===== config.mk =====
export PLATFORM = sky130hd
export DESIGN_NAME = archive_chunk_deframer_unit
export DESIGN_NICKNAME = d
export VERILOG_FILES = /design/src/hdl/acd_pkg.sv /design/src/hdl/acd_front.sv /design/src/hdl/acd_queue.sv /design/src/hdl/archive_chunk_deframer_unit.sv
export SDC_FILE = /design/constraint.sdc
export NUM_CORES = 2
export LEC_CHECK = 0
export BUFFER_PORTS_ARGS = -buffer_cell sky130_fd_sc_hd__buf_2
export CORE_MARGIN = 2
export CORE_UTILIZATION = 53
export CTS_CLUSTER_SIZE = 16
export DETAILED_ROUTE_END_ITERATION = 6
export GPL_TIMING_DRIVEN = 0
export PLACE_DENSITY = 0.68
export SKIP_CTS_REPAIR_TIMING = 1
export SYNTH_ARGS = -nofsm -noshare
export SYNTH_HDL_FRONTEND = slang
export SYNTH_SLANG_ARGS = --single-unit

===== constraint.sdc =====
create_clock -name i_clk -period 13.49 [get_ports i_clk]
set_clock_uncertainty 0.15 [all_clocks]
set_input_delay 2.698 -clock i_clk [delete_from_list [all_inputs] [get_ports i_clk]]
set_output_delay 2.698 -clock i_clk [all_outputs]
set_load 0.03 [all_outputs]

===== src/hdl/acd_pkg.sv =====
// Package for the archive chunk deframer: result kinds, error codes,
// the queue entry type and the magic table. No dependencies.
`default_nettype none
package acd_pkg;
    typedef enum logic [2:0] {
        K_DATA = 3'd0, K_NAME = 3'd1, K_DSTART = 3'd2, K_FSTART = 3'd3,
        K_OK = 3'd4, K_ERR = 3'd5, K_DONE = 3'd6
    } t_kind;

    typedef enum logic [1:0] {
        E_NONE = 2'd0, E_MAGIC = 2'd1, E_SUM = 2'd2, E_TRUNC = 2'd3
    } t_err;

    localparam logic [15:0] ID_FILE = 16'd1;
    localparam logic [15:0] ID_DATA = 16'd17;
    localparam logic [31:0] FILE_HDR_MIN = 32'd10;
    localparam logic [16:0] ADLER_MOD = 17'd65521;

    // One result item as it sits in the queue.
    typedef struct packed {
        t_kind       kind;
        logic [7:0]  data;
        logic [31:0] word;
        t_err        err;
        logic        last;
    } t_res;

    // Up to three results caused by one byte, plus a count.
    typedef struct packed {
        logic [1:0] cnt;
        t_res       r0;
        t_res       r1;
        t_res       r2;
    } t_bundle;

    function automatic logic [7:0] magic_byte(input logic [2:0] idx);
        case (idx)
            3'd0: magic_byte = 8'h24;
            3'd1: magic_byte = 8'h70;
            3'd2: magic_byte = 8'h68;
            3'd3: magic_byte = 8'h79;
            3'd4: magic_byte = 8'h7a;
            3'd5: magic_byte = 8'h69;
            3'd6: magic_byte = 8'h70;
            default: magic_byte = 8'h24;
        endcase
    endfunction
endpackage
`default_nettype wire


===== src/hdl/acd_front.sv =====
// Front part: parses the byte stream, keeps the Adler-32 sums and produces
// a bundle of up to three results for each byte. Depends on acd_pkg.
`default_nettype none
module acd_front #(
    parameter int MAX_HEADER_CHUNK = 65536
) (
    input  wire logic            i_clk,
    input  wire logic            i_rst_n,
    input  wire logic            i_take,
    input  wire logic [7:0]      i_byte,
    input  wire logic            i_end,
    output acd_pkg::t_bundle     o_bundle
);
    import acd_pkg::*;

    typedef enum logic [2:0] {
        PH_MAGIC, PH_HEADER, PH_FILE, PH_DATA, PH_SKIP, PH_HALT, PH_DONE
    } t_phase;

    localparam logic [31:0] MaxHdr = 32'(MAX_HEADER_CHUNK);

    t_phase      r_phase, n_phase;
    logic [31:0] r_idx, n_idx;
    logic [15:0] r_ckind, n_ckind;
    logic [31:0] r_clen, n_clen, r_exp, n_exp, r_raw, n_raw;
    logic [15:0] r_alo, n_alo, r_ahi, n_ahi;
    logic [31:0] r_fsize, n_fsize;
    logic [15:0] r_nlen, n_nlen;
    logic        r_fseen, n_fseen;

    t_res        res [3];
    logic [1:0]  cnt;
    logic [16:0] lo_s, hi_s;
    logic [15:0] lo_m;
    logic [31:0] idx1, sum;
    logic [3:0]  k;

    always_comb begin
        lo_s = {1'b0, r_alo} + {9'd0, i_byte};
        lo_m = (lo_s >= ADLER_MOD) ? 16'(lo_s - ADLER_MOD) : lo_s[15:0];
        hi_s = {1'b0, r_ahi} + {1'b0, lo_m};
    end

    always_comb begin
        n_phase = r_phase; n_idx = r_idx; n_ckind = r_ckind; n_clen = r_clen;
        n_exp = r_exp; n_raw = r_raw; n_alo = r_alo; n_ahi = r_ahi;
        n_fsize = r_fsize; n_nlen = r_nlen; n_fseen = r_fseen;
        cnt = 2'd0;
        for (int j = 0; j < 3; j++) begin
            res[j] = '{kind: K_DATA, data: 8'd0, word: 32'd0, err: E_NONE, last: 1'b0};
        end
        idx1 = r_idx + 32'd1;
        k = r_idx[3:0];
        sum = 32'd0;
        case (r_phase)
            PH_MAGIC: begin
                if (i_byte != magic_byte(r_idx[2:0])) begin
                    res[0] = '{kind: K_ERR, data: 8'd0, word: 32'd0, err: E_MAGIC, last: 1'b0};
                    cnt = 2'd1;
                    n_phase = PH_HALT;
                end else if (r_idx[2:0] == 3'd7) begin
                    n_phase = PH_HEADER; n_idx = 32'd0;
                end else begin
                    n_idx = idx1;
                end
            end
            PH_HEADER: begin
                case (k[3:2])
                    2'd0: if (!k[1]) n_ckind[8*k[0] +: 8] = i_byte;
                    2'd1: n_clen[8*k[1:0] +: 8] = i_byte;
                    2'd2: n_exp[8*k[1:0] +: 8] = i_byte;
                    default: n_raw[8*k[1:0] +: 8] = i_byte;
                endcase
                n_idx = {28'd0, k + 4'd1};
                if (k == 4'd15) begin
                    n_idx = 32'd0; n_alo = 16'd1; n_ahi = 16'd0;
                    if (n_ckind == ID_FILE && n_clen > FILE_HDR_MIN && n_clen < MaxHdr) begin
                        n_phase = PH_FILE; n_fsize = 32'd0; n_nlen = 16'd0;
                    end else if (n_ckind == ID_DATA && r_fseen && r_fsize != 32'd0) begin
                        res[0] = '{kind: K_DSTART, data: 8'd0, word: n_raw, err: E_NONE, last: 1'b0};
                        cnt = 2'd1;
                        n_phase = PH_DATA;
                        if (n_clen == 32'd0) begin
                            // Empty payload: the sum is just the seed.
                            if (n_exp == 32'd1) begin
                                res[1] = '{kind: K_OK, data: 8'd0, word: 32'd1, err: E_NONE, last: 1'b0};
                                n_phase = PH_HEADER;
                            end else begin
                                res[1] = '{kind: K_ERR, data: 8'd0, word: 32'd1, err: E_SUM, last: 1'b0};
                                n_phase = PH_HALT;
                            end
                            cnt = 2'd2;
                        end
                    end else begin
                        n_phase = (n_clen == 32'd0) ? PH_HEADER : PH_SKIP;
                    end
                end
            end
            PH_FILE, PH_DATA: begin
                n_alo = lo_m;
                n_ahi = (hi_s >= ADLER_MOD) ? 16'(hi_s - ADLER_MOD) : hi_s[15:0];
                n_idx = idx1;
                if (r_phase == PH_DATA) begin
                    res[0] = '{kind: K_DATA, data: i_byte, word: 32'd0, err: E_NONE, last: 1'b0};
                    cnt = 2'd1;
                end else if (r_idx < 32'd4) begin
                    n_fsize[8*r_idx[1:0] +: 8] = i_byte;
                    if (r_idx[1:0] == 2'd3) begin
                        res[0] = '{kind: K_FSTART, data: 8'd0, word: n_fsize, err: E_NONE, last: 1'b0};
                        cnt = 2'd1;
                    end
                end else if (r_idx == 32'd8) begin
                    n_nlen = {8'd0, i_byte};
                end else if (r_idx == 32'd9) begin
                    n_nlen[15:8] = i_byte;
                end else if (r_idx >= 32'd10 && (r_idx - 32'd10) < {16'd0, r_nlen}) begin
                    res[0] = '{kind: K_NAME, data: i_byte, word: 32'd0, err: E_NONE, last: 1'b0};
                    cnt = 2'd1;
                end
                if (idx1 >= r_clen) begin
                    sum = {n_ahi, n_alo};
                    n_idx = 32'd0;
                    if (sum == r_exp) begin
                        res[cnt] = '{kind: K_OK, data: 8'd0, word: sum, err: E_NONE, last: 1'b0};
                        if (r_phase == PH_FILE) n_fseen = 1'b1;
                        n_phase = PH_HEADER;
                    end else begin
                        res[cnt] = '{kind: K_ERR, data: 8'd0, word: sum, err: E_SUM, last: 1'b0};
                        n_phase = PH_HALT;
                    end
                    cnt = cnt + 2'd1;
                end
            end
            PH_SKIP: begin
                n_idx = idx1;
                if (idx1 >= r_clen) begin
                    n_phase = PH_HEADER; n_idx = 32'd0;
                end
            end
            default: ;
        endcase
        if (r_phase != PH_HALT && r_phase != PH_DONE && i_end && n_phase != PH_HALT) begin
            if (n_phase == PH_MAGIC) begin
                res[cnt] = '{kind: K_ERR, data: 8'd0, word: 32'd0, err: E_MAGIC, last: 1'b0};
                n_phase = PH_HALT;
            end else if (n_phase == PH_HEADER && n_idx == 32'd0) begin
                res[cnt] = '{kind: K_DONE, data: 8'd0, word: 32'd0, err: E_NONE, last: 1'b0};
                n_phase = PH_DONE;
            end else begin
                res[cnt] = '{kind: K_ERR, data: 8'd0, word: 32'd0, err: E_TRUNC, last: 1'b0};
                n_phase = PH_HALT;
            end
            cnt = cnt + 2'd1;
        end
        if (cnt != 2'd0) res[cnt - 2'd1].last = 1'b1;
    end

    assign o_bundle = '{cnt: i_take ? cnt : 2'd0, r0: res[0], r1: res[1], r2: res[2]};

    always_ff @(posedge i_clk) begin
        if (!i_rst_n) begin
            r_phase <= PH_MAGIC; r_idx <= '0; r_ckind <= '0; r_clen <= '0;
            r_exp <= '0; r_raw <= '0; r_alo <= 16'd1; r_ahi <= '0;
            r_fsize <= '0; r_nlen <= '0; r_fseen <= 1'b0;
        end else if (i_take) begin
            r_phase <= n_phase; r_idx <= n_idx; r_ckind <= n_ckind; r_clen <= n_clen;
            r_exp <= n_exp; r_raw <= n_raw; r_alo <= n_alo; r_ahi <= n_ahi;
            r_fsize <= n_fsize; r_nlen <= n_nlen; r_fseen <= n_fseen;
        end
    end

    assert property (@(posedge i_clk) disable iff (!i_rst_n)
        (r_phase == PH_HALT) |=> (r_phase == PH_HALT)) else $error("left halt");
    assert property (@(posedge i_clk) disable iff (!i_rst_n)
        (r_phase == PH_DONE || r_phase == PH_HALT) |-> (o_bundle.cnt == 2'd0))
        else $error("result after stop");
    assert property (@(posedge i_clk) disable iff (!i_rst_n)
        (r_phase == PH_HEADER) |-> (r_idx < 32'd16)) else $error("header index");
endmodule
`default_nettype wire


===== src/hdl/acd_queue.sv =====
// Result queue between parser and output: takes up to three items a cycle,
// delivers one a cycle while popped, read at r_rp. Depends on acd_pkg.
`default_nettype none
module acd_queue #(
    parameter int DEPTH = 8
) (
    input  wire logic             i_clk,
    input  wire logic             i_rst_n,
    input  acd_pkg::t_bundle      i_bundle,
    output logic                  o_room,
    output logic                  o_valid,
    output acd_pkg::t_res         o_res,
    input  wire logic             i_pop
);
    import acd_pkg::*;

    localparam int AW = $clog2(DEPTH);

    t_res            r_mem [DEPTH];
    logic [AW-1:0]   r_wp, r_rp;
    logic [AW:0]     r_cnt, n_cnt;
    logic            pop;

    assign pop = i_pop && (r_cnt != '0);
    assign o_valid = (r_cnt != '0);
    assign o_res = r_mem[r_rp];
    // Room for a worst-case bundle of three, not counting this cycle's pop.
    assign o_room = (r_cnt <= (AW+1)'(DEPTH - 3));
    assign n_cnt = r_cnt + {{(AW-1){1'b0}}, i_bundle.cnt} - {{AW{1'b0}}, pop};

    always_ff @(posedge i_clk) begin
        if (i_bundle.cnt > 2'd0) r_mem[r_wp] <= i_bundle.r0;
        if (i_bundle.cnt > 2'd1) r_mem[AW'(r_wp + AW'(1))] <= i_bundle.r1;
        if (i_bundle.cnt > 2'd2) r_mem[AW'(r_wp + AW'(2))] <= i_bundle.r2;
    end

    always_ff @(posedge i_clk) begin
        if (!i_rst_n) begin
            r_wp <= '0; r_rp <= '0; r_cnt <= '0;
        end else begin
            r_wp <= r_wp + AW'(i_bundle.cnt);
            if (pop) r_rp <= r_rp + AW'(1);
            r_cnt <= n_cnt;
        end
    end

    assert property (@(posedge i_clk) disable iff (!i_rst_n)
        r_cnt <= (AW+1)'(DEPTH)) else $error("queue overflow");
    assert property (@(posedge i_clk) disable iff (!i_rst_n)
        (i_bundle.cnt != 2'd0) |-> o_room) else $error("bundle without room");
    assert property (@(posedge i_clk) disable iff (!i_rst_n)
        (r_cnt == '0 && i_bundle.cnt == 2'd0) |=> !o_valid) else $error("phantom");
endmodule
`default_nettype wire


===== src/hdl/archive_chunk_deframer_unit.sv =====
// Top level of the archive chunk deframer: byte parser feeding a small
// result queue. Depends on acd_pkg, acd_front and acd_queue.
//
//  channel | dir | tdata                | tuser
//  s_axis  | in  | in_byte[7:0]         | -         (tlast = in_end)
//  m_axis  | out | byte,word,error      | kind[2:0] (tlast = out_last)
//
// One input byte is taken per cycle; its zero to three results enter the queue
// together and leave one per cycle while the receiver is ready, so sustained
// rate is one byte a cycle except where a byte yields more than one result, set
// by the single queue read port, or the receiver stalls. Reset, synchronous and
// active low, empties the queue. tready drops only while it lacks room for three results.
`default_nettype none
module archive_chunk_deframer_unit #(
    parameter int MAX_HEADER_CHUNK = 65536,
    parameter int QUEUE_DEPTH = 8
) (
    input  wire logic        i_clk,
    input  wire logic        i_rst_n,
    input  wire logic        s_axis_tvalid,
    output logic             s_axis_tready,
    input  wire logic [7:0]  s_axis_tdata,   // [7:0] in_byte
    input  wire logic        s_axis_tlast,
    output logic             m_axis_tvalid,
    input  wire logic        m_axis_tready,
    output logic [47:0]      m_axis_tdata,   // [7:0] out_byte, [39:8] out_word, [41:40] out_error
    output logic [2:0]       m_axis_tuser,   // [2:0] out_kind
    output logic             m_axis_tlast
);
    import acd_pkg::*;

    t_bundle bundle;
    t_res    head;
    logic    room, take;

    assign s_axis_tready = room;
    assign take = s_axis_tvalid && room;

    acd_front #(.MAX_HEADER_CHUNK(MAX_HEADER_CHUNK)) u_front (
        .i_clk(i_clk), .i_rst_n(i_rst_n), .i_take(take),
        .i_byte(s_axis_tdata), .i_end(s_axis_tlast), .o_bundle(bundle)
    );

    acd_queue #(.DEPTH(QUEUE_DEPTH)) u_queue (
        .i_clk(i_clk), .i_rst_n(i_rst_n), .i_bundle(bundle), .o_room(room),
        .o_valid(m_axis_tvalid), .o_res(head), .i_pop(m_axis_tready)
    );

    assign m_axis_tdata = {6'd0, head.err, head.word, head.data};
    assign m_axis_tuser = head.kind;
    assign m_axis_tlast = head.last;

    assert property (@(posedge i_clk) disable iff (!i_rst_n)
        (m_axis_tvalid && !m_axis_tready) |=> m_axis_tvalid) else $error("valid dropped");
    assert property (@(posedge i_clk) disable iff (!i_rst_n)
        !take |-> (bundle.cnt == 2'd0)) else $error("results without byte");
    assert property (@(posedge i_clk) disable iff (!i_rst_n)
        (m_axis_tvalid && m_axis_tuser != K_ERR) |-> (m_axis_tdata[41:40] == E_NONE))
        else $error("error code on non-error");
endmodule
`default_nettype wire


Yosys cells after proc, flatten, opt, wreduce, memory -nomap -nowiden. Memories as Yosys holds them, arrays and structs flattened. A register that Yosys moved wholly into a read port is not among the register bits. Index checks and enable logic that the tools add are counted. Widths: inputs -> output; s select.

Add/subtract/negate cells: 18. $lt $le $gt $ge: 18. Equal/unequal tests: 33. Shifts and indexed selects: 4. Multiplexer cells: 109. Bitwise operators: 12. Reductions and logical operators: 33.

Operator list (number): $mux 138 (6); $mux 46 (10); $bwmux 138 (3); $mux 32 (12); $demux 46 s2 (3); $mux 92 (2); $mux 16 (11); $pmux 46 s3 (1); $and 132x132->132 (1); $not 132->132 (1); $and 129x129->129 (1); $not 129->129 (1); $bwmux 32 (4); $and 126x126->126 (1); $not 126->126 (1); $pmux 16 s2 (3); $pmux 32 s3 (1); $pmux 46 s2 (1); $mux 91 (1); $mux 44 (2); $eq 32x4->1 const B (2); $logic_not 32->1 (2); $pmux 32 s2 (1); $mux 3 (15); other kinds (72) (141).

Bits in registers: 238. Bits in writable memories: 368. Output and inout port bits: 54. Word-level logic and storage cells: 243. Memories kept: 1.

Memory list: u_queue.r_mem (depth 8, bits a word 46, rd ports 1, clocked after Yosys merged registers in 1, wr ports 3, RTL line acd_queue.sv:19) `t_res r_mem [DEPTH];`.

Longest topological paths before layout.
Depth in word-level cells: 25. Gate-level depth with buffers: 42. Depth with buffers taken out: 34.

Cells and area by module. A second synthesis with hierarchy kept.

Cell total of the unflattened synthesis: 5368. Area total of the unflattened synthesis: 45513.7 um2.

Modules (own cells, without submodules): acd_queue (times used 1, cells an instance 2643, area each 25543.2 um2, seq. area each 11310.8 um2); acd_front (times used 1, cells an instance 2717, area each 19915.4 um2, seq. area each 4564.4 um2); archive_chunk_deframer_unit (times used 1, cells an instance 8, area each 55.1 um2, seq. area each 0.0 um2).

Worst setup path after synthesis. OpenSTA, ideal clock, no wires.

Path type: input -> register. Start: input port s_axis_tdata[0]. End: memory u_queue.r_mem[0][0] in the netlist's numbering, enable pin. Data arrival time: 12.509 ns. Required time: 12.881 ns. Path slack: 0.372 ns. Cell stages on the path: 33. Cell sequence: ha_1 > inv_1 > fa_1 > nand2b_1 > a211oi_2 > nor2_1 > xnor2_1 > a32oi_1 > or3_1 > clkbuf_1 > o21a_1 > clkbuf_1 > nor3_1 > xnor2_1 > inv_1 > ha_1 > buf_4 > or4b_1 > o2111ai_1 > a311oi_2 > or2_4 > o311a_1 > a2111oi_2 > o2111ai_1 > or4_1 > or4_1 > nor4_2 > or4b_1 > buf_2 > a21boi_4 > buf_6 > o22ai_1 > o21bai_1.

RTL lines: from (decl) (RTL line archive_chunk_deframer_unit.sv:22) `input wire logic [7:0] s_axis_tdata,`; to (decl) (RTL line acd_queue.sv:19).

==> metrics.txt <==
RR Endpoint=u_queue.r_mem[1][27]; Leakage=15.4 nW; worst flop-to-flop path startpoint=u_front.r_alo[0]; x dimension of the die=277 um; post-synthesis cell type count=107; type of the worst min-delay path=reg2reg; sum of internal, switching and leakage power=7.01 mW; Core Area=0.0741 mm^2; mean cell area of the mapped netlist=9.08 um^2; Achievable Freq=75.2 MHz; worst setup path class=in2reg; Met1 Wirelength=58000 um; highest-delay cell along the critical path=sky130_fd_sc_hd__or4b_1; die boundary height=277 um; antenna violations before repair=4; area share of the largest cell type after synthesis=28.0%; Clk Latency, worst-skew pair=0.66 ns; Final Hold Slack=0.318 ns; number of warnings reported in the yosys synthesis log=0; Post-Layout Cell Count=5551; overall overflow remaining after global route=0; cts bufs inserted=70; longest individual stage delay on the worst path=0.69 ns; topmost layer with routed signal wires=met5; vias after detailed routing=36988; gr usage total=37.9%; nature of the critical path endpoint=register; number of ports placed on the die boundary=67; peak supply drop=0.000122 V; sum of routed wire length over all layers=152000 um; TritonCTS clock tree=done; number of filler cells placed in the layout=6495; Starting Density=53.3%; Vias/cell=6.66; root buffer cell=sky130_fd_sc_hd__clkbuf_16; timing endpoint of the critical path=u_queue.r_mem[1][27]; HPWL after DPL=111000 um; average wire length per cell after detail routing=27.3 um; cell with the most instances on the worst path=sky130_fd_sc_hd__buf_2; dominant register cell in the synthesized netlist=sky130_fd_sc_hd__edfxtp_1; post-route fraction of the period consumed by the critical path=98.6%; final-report hold violation count=0; count of flip-flops with a built-in enable after synthesis=368; worst reg-to-reg path cell count=35; Critical Path Source Type=input port; transition time of the tightest slew-check pin=1.49 ns; number of H-tree levels=3; violated checks=design-rule violations, max-capacitance violations; layout cells sized above 1=12.7%; clock sink count=609; FFs w/ async S/R, synth=0%; Max Cap Viol=1; Crit path arrival time=13.55 ns; total number of placement rows=100; pin count of the biggest net entering global routing=31; min cycle time layout=13.30 ns; Relative slew margins=0.153%; PD cells=157 mW/mm^2; Reg area=0.0159 mm^2; Post-Synthesis Cell Area=0.0395 mm^2; area of the die=0.0768 mm^2; amount of wire on met3 after detailed routing=17200 um; Area growth syn-to-layout=12.6%; fin. max-slew vios=0; result of the run=complete, but fails checks; Synth Register Bits=609; instance area after placement=0.0414 mm^2; via count of the first global-routing pass=34875; count of input and output buffers=59; synth top area cells=sky130_fd_sc_hd__edfxtp_1 28%, sky130_fd_sc_hd__dfxtp_1 12%, sky130_fd_sc_hd__nand2_1 5.5%; worst reg2reg setup slack=2.02 ns; data required time of the critical path=13.73 ns; final count of negative-setup-slack endpoints=0; Layout Nets=4647; final routed DRC violation total=2; share of synthesized area occupied by flip-flops and latches=40.2%; Final Instance Area=0.0445 mm^2; initial DRC count=5225; Max Fanout on Critical Path=28; multi-input combinational cell area=0.0220 mm^2; remaining number of nets flagged by the antenna check after routing=0; detailed route wirelength on metal2=66500 um; crit path launch=s_axis_tdata[1]; clock slew at the register clock pins of the worst setup and hold paths=0.06 ns; first-pass GRT wire length=221000 um; 1st-pass router iterations=7; Placed Cells=5395; routability cong.=1.01; area leader, netlist=sky130_fd_sc_hd__edfxtp_1; post-synthesis cell count=4352; buffer depth of the longest clock path=3
==> sequential cells by signal (all words and copies together) (netlist names), 32 cells and up, named ones only <==
register         count
u_front.r_raw       32
u_front.r_fsize     32
u_queue.r_mem      368
u_front.r_clen      32
u_front.r_idx       32
u_front.r_exp       32
==> stage by stage <==
step / TNS, ns / utilization [%] / worst slack (ns)
after floorplan: 0 / - / 0.372
after global placement: -2603.78 / 55.4 / -5.18
after detailed placement: -1478.03 / 55.9 / -2.39
after CTS: -1007.58 / 59.3 / -1.75
after global routing: -4.19 / 60.1 / -0.0958
final: 0 / 60.1 / 0.188
==> worst max-delay path: cells and delay by family <==
kind,cells,cell delay (ns)
buf+inv,9,2.21
mux,1,0.27
xor+xnor,2,0.79
compound gates,12,3.25
simple gates,9,3.44
fa+ha+maj,2,0.83
==> area by class of cell <==
class | instances | share of cell area [%]
clock buffers | 88 | 4.32
repair buffers | 96 | 1.71
well taps | 969 | 2.72
flip-flops and latches | 609 | 35.7
clock inverters | 38 | 1.37
plain buffers | 348 | 3.58
multi-input cells | 3275 | 49.5
inverters | 127 | 1.08
diodes | 1 | 0.00562
==> logic make-up after synthesis <==
kind of cell             synth area share [%]
buffers and inverters                    5.22
multiplexers                             10.7
other                                 0.00949
AO/OA/AOI/OAI                            16.3
XOR/XNOR                                 2.64
AND/OR/NAND/NOR                          21.4
adder cells (fa/ha/maj)                  3.46
flip-flops                               40.2
==> cells in the mapped netlist (all sizes together), types with 40 or more instances <==
library cell,n
a21boi,69
a21oi,373
a22oi,78
and2,111
and3,40
buf,112
clkbuf,237
dfxtp,241
edfxtp,368
ha,103
inv,125
mux2,78
mux2i,127
mux4,92
nand2,583
nand3,344
nand4,46
nor2,262
nor2b,112
nor3,83
nor4,49
o21ai,202
xnor2,79
==> cells in the final DEF, fill, tap and decap left out, drive strengths merged, types with 112 or more instances in the layout <==
cell type and count:
nor2 262, mux2i 127, nand3 344, clkbuf 325, inv 128, dfxtp 241
edfxtp 368, buf 207, o21ai 202, nor2b 112, nand2 583, a21oi 373
==> per-layer routing <==
metal	track usage (%)	up-vias
met3	6.88	555
li1	-	16277
met2	58.9	2506
met1	50.6	17646
met4	20.1	4
met5	0.625	-
==> how the worst min path moves through the flow <==
| stage | start | to | slack [ns] | cells past startpoint |
|---|---|---|---|---|
| after floorplan | u_front.r_fseen | u_front.r_fseen | 0.28 | 1 |
| after global placement | u_front.r_fseen | u_front.r_fseen | 0.29 | 1 |
| after detailed placement | u_front.r_raw[6] | u_front.r_raw[6] | 0.31 | 2 |
| after CTS | u_front.r_raw[6] | u_front.r_raw[6] | 0.32 | 2 |
| after global routing | u_front.r_raw[25] | u_front.r_raw[25] | 0.34 | 2 |
| final | u_front.r_raw[18] | u_front.r_raw[18] | 0.32 | 2 |
==> report_power, final <==
group          internal, mW  leakage (nW)  switching [mW]  total (mW)
sequential             2.18          5.31          0.0552        2.24
clock                  1.26          1.22           0.878        2.14
combinational         0.899          8.83            1.73        2.63
total                  4.34          15.4            2.67        7.01
Power figures use the tool's default switching activity.
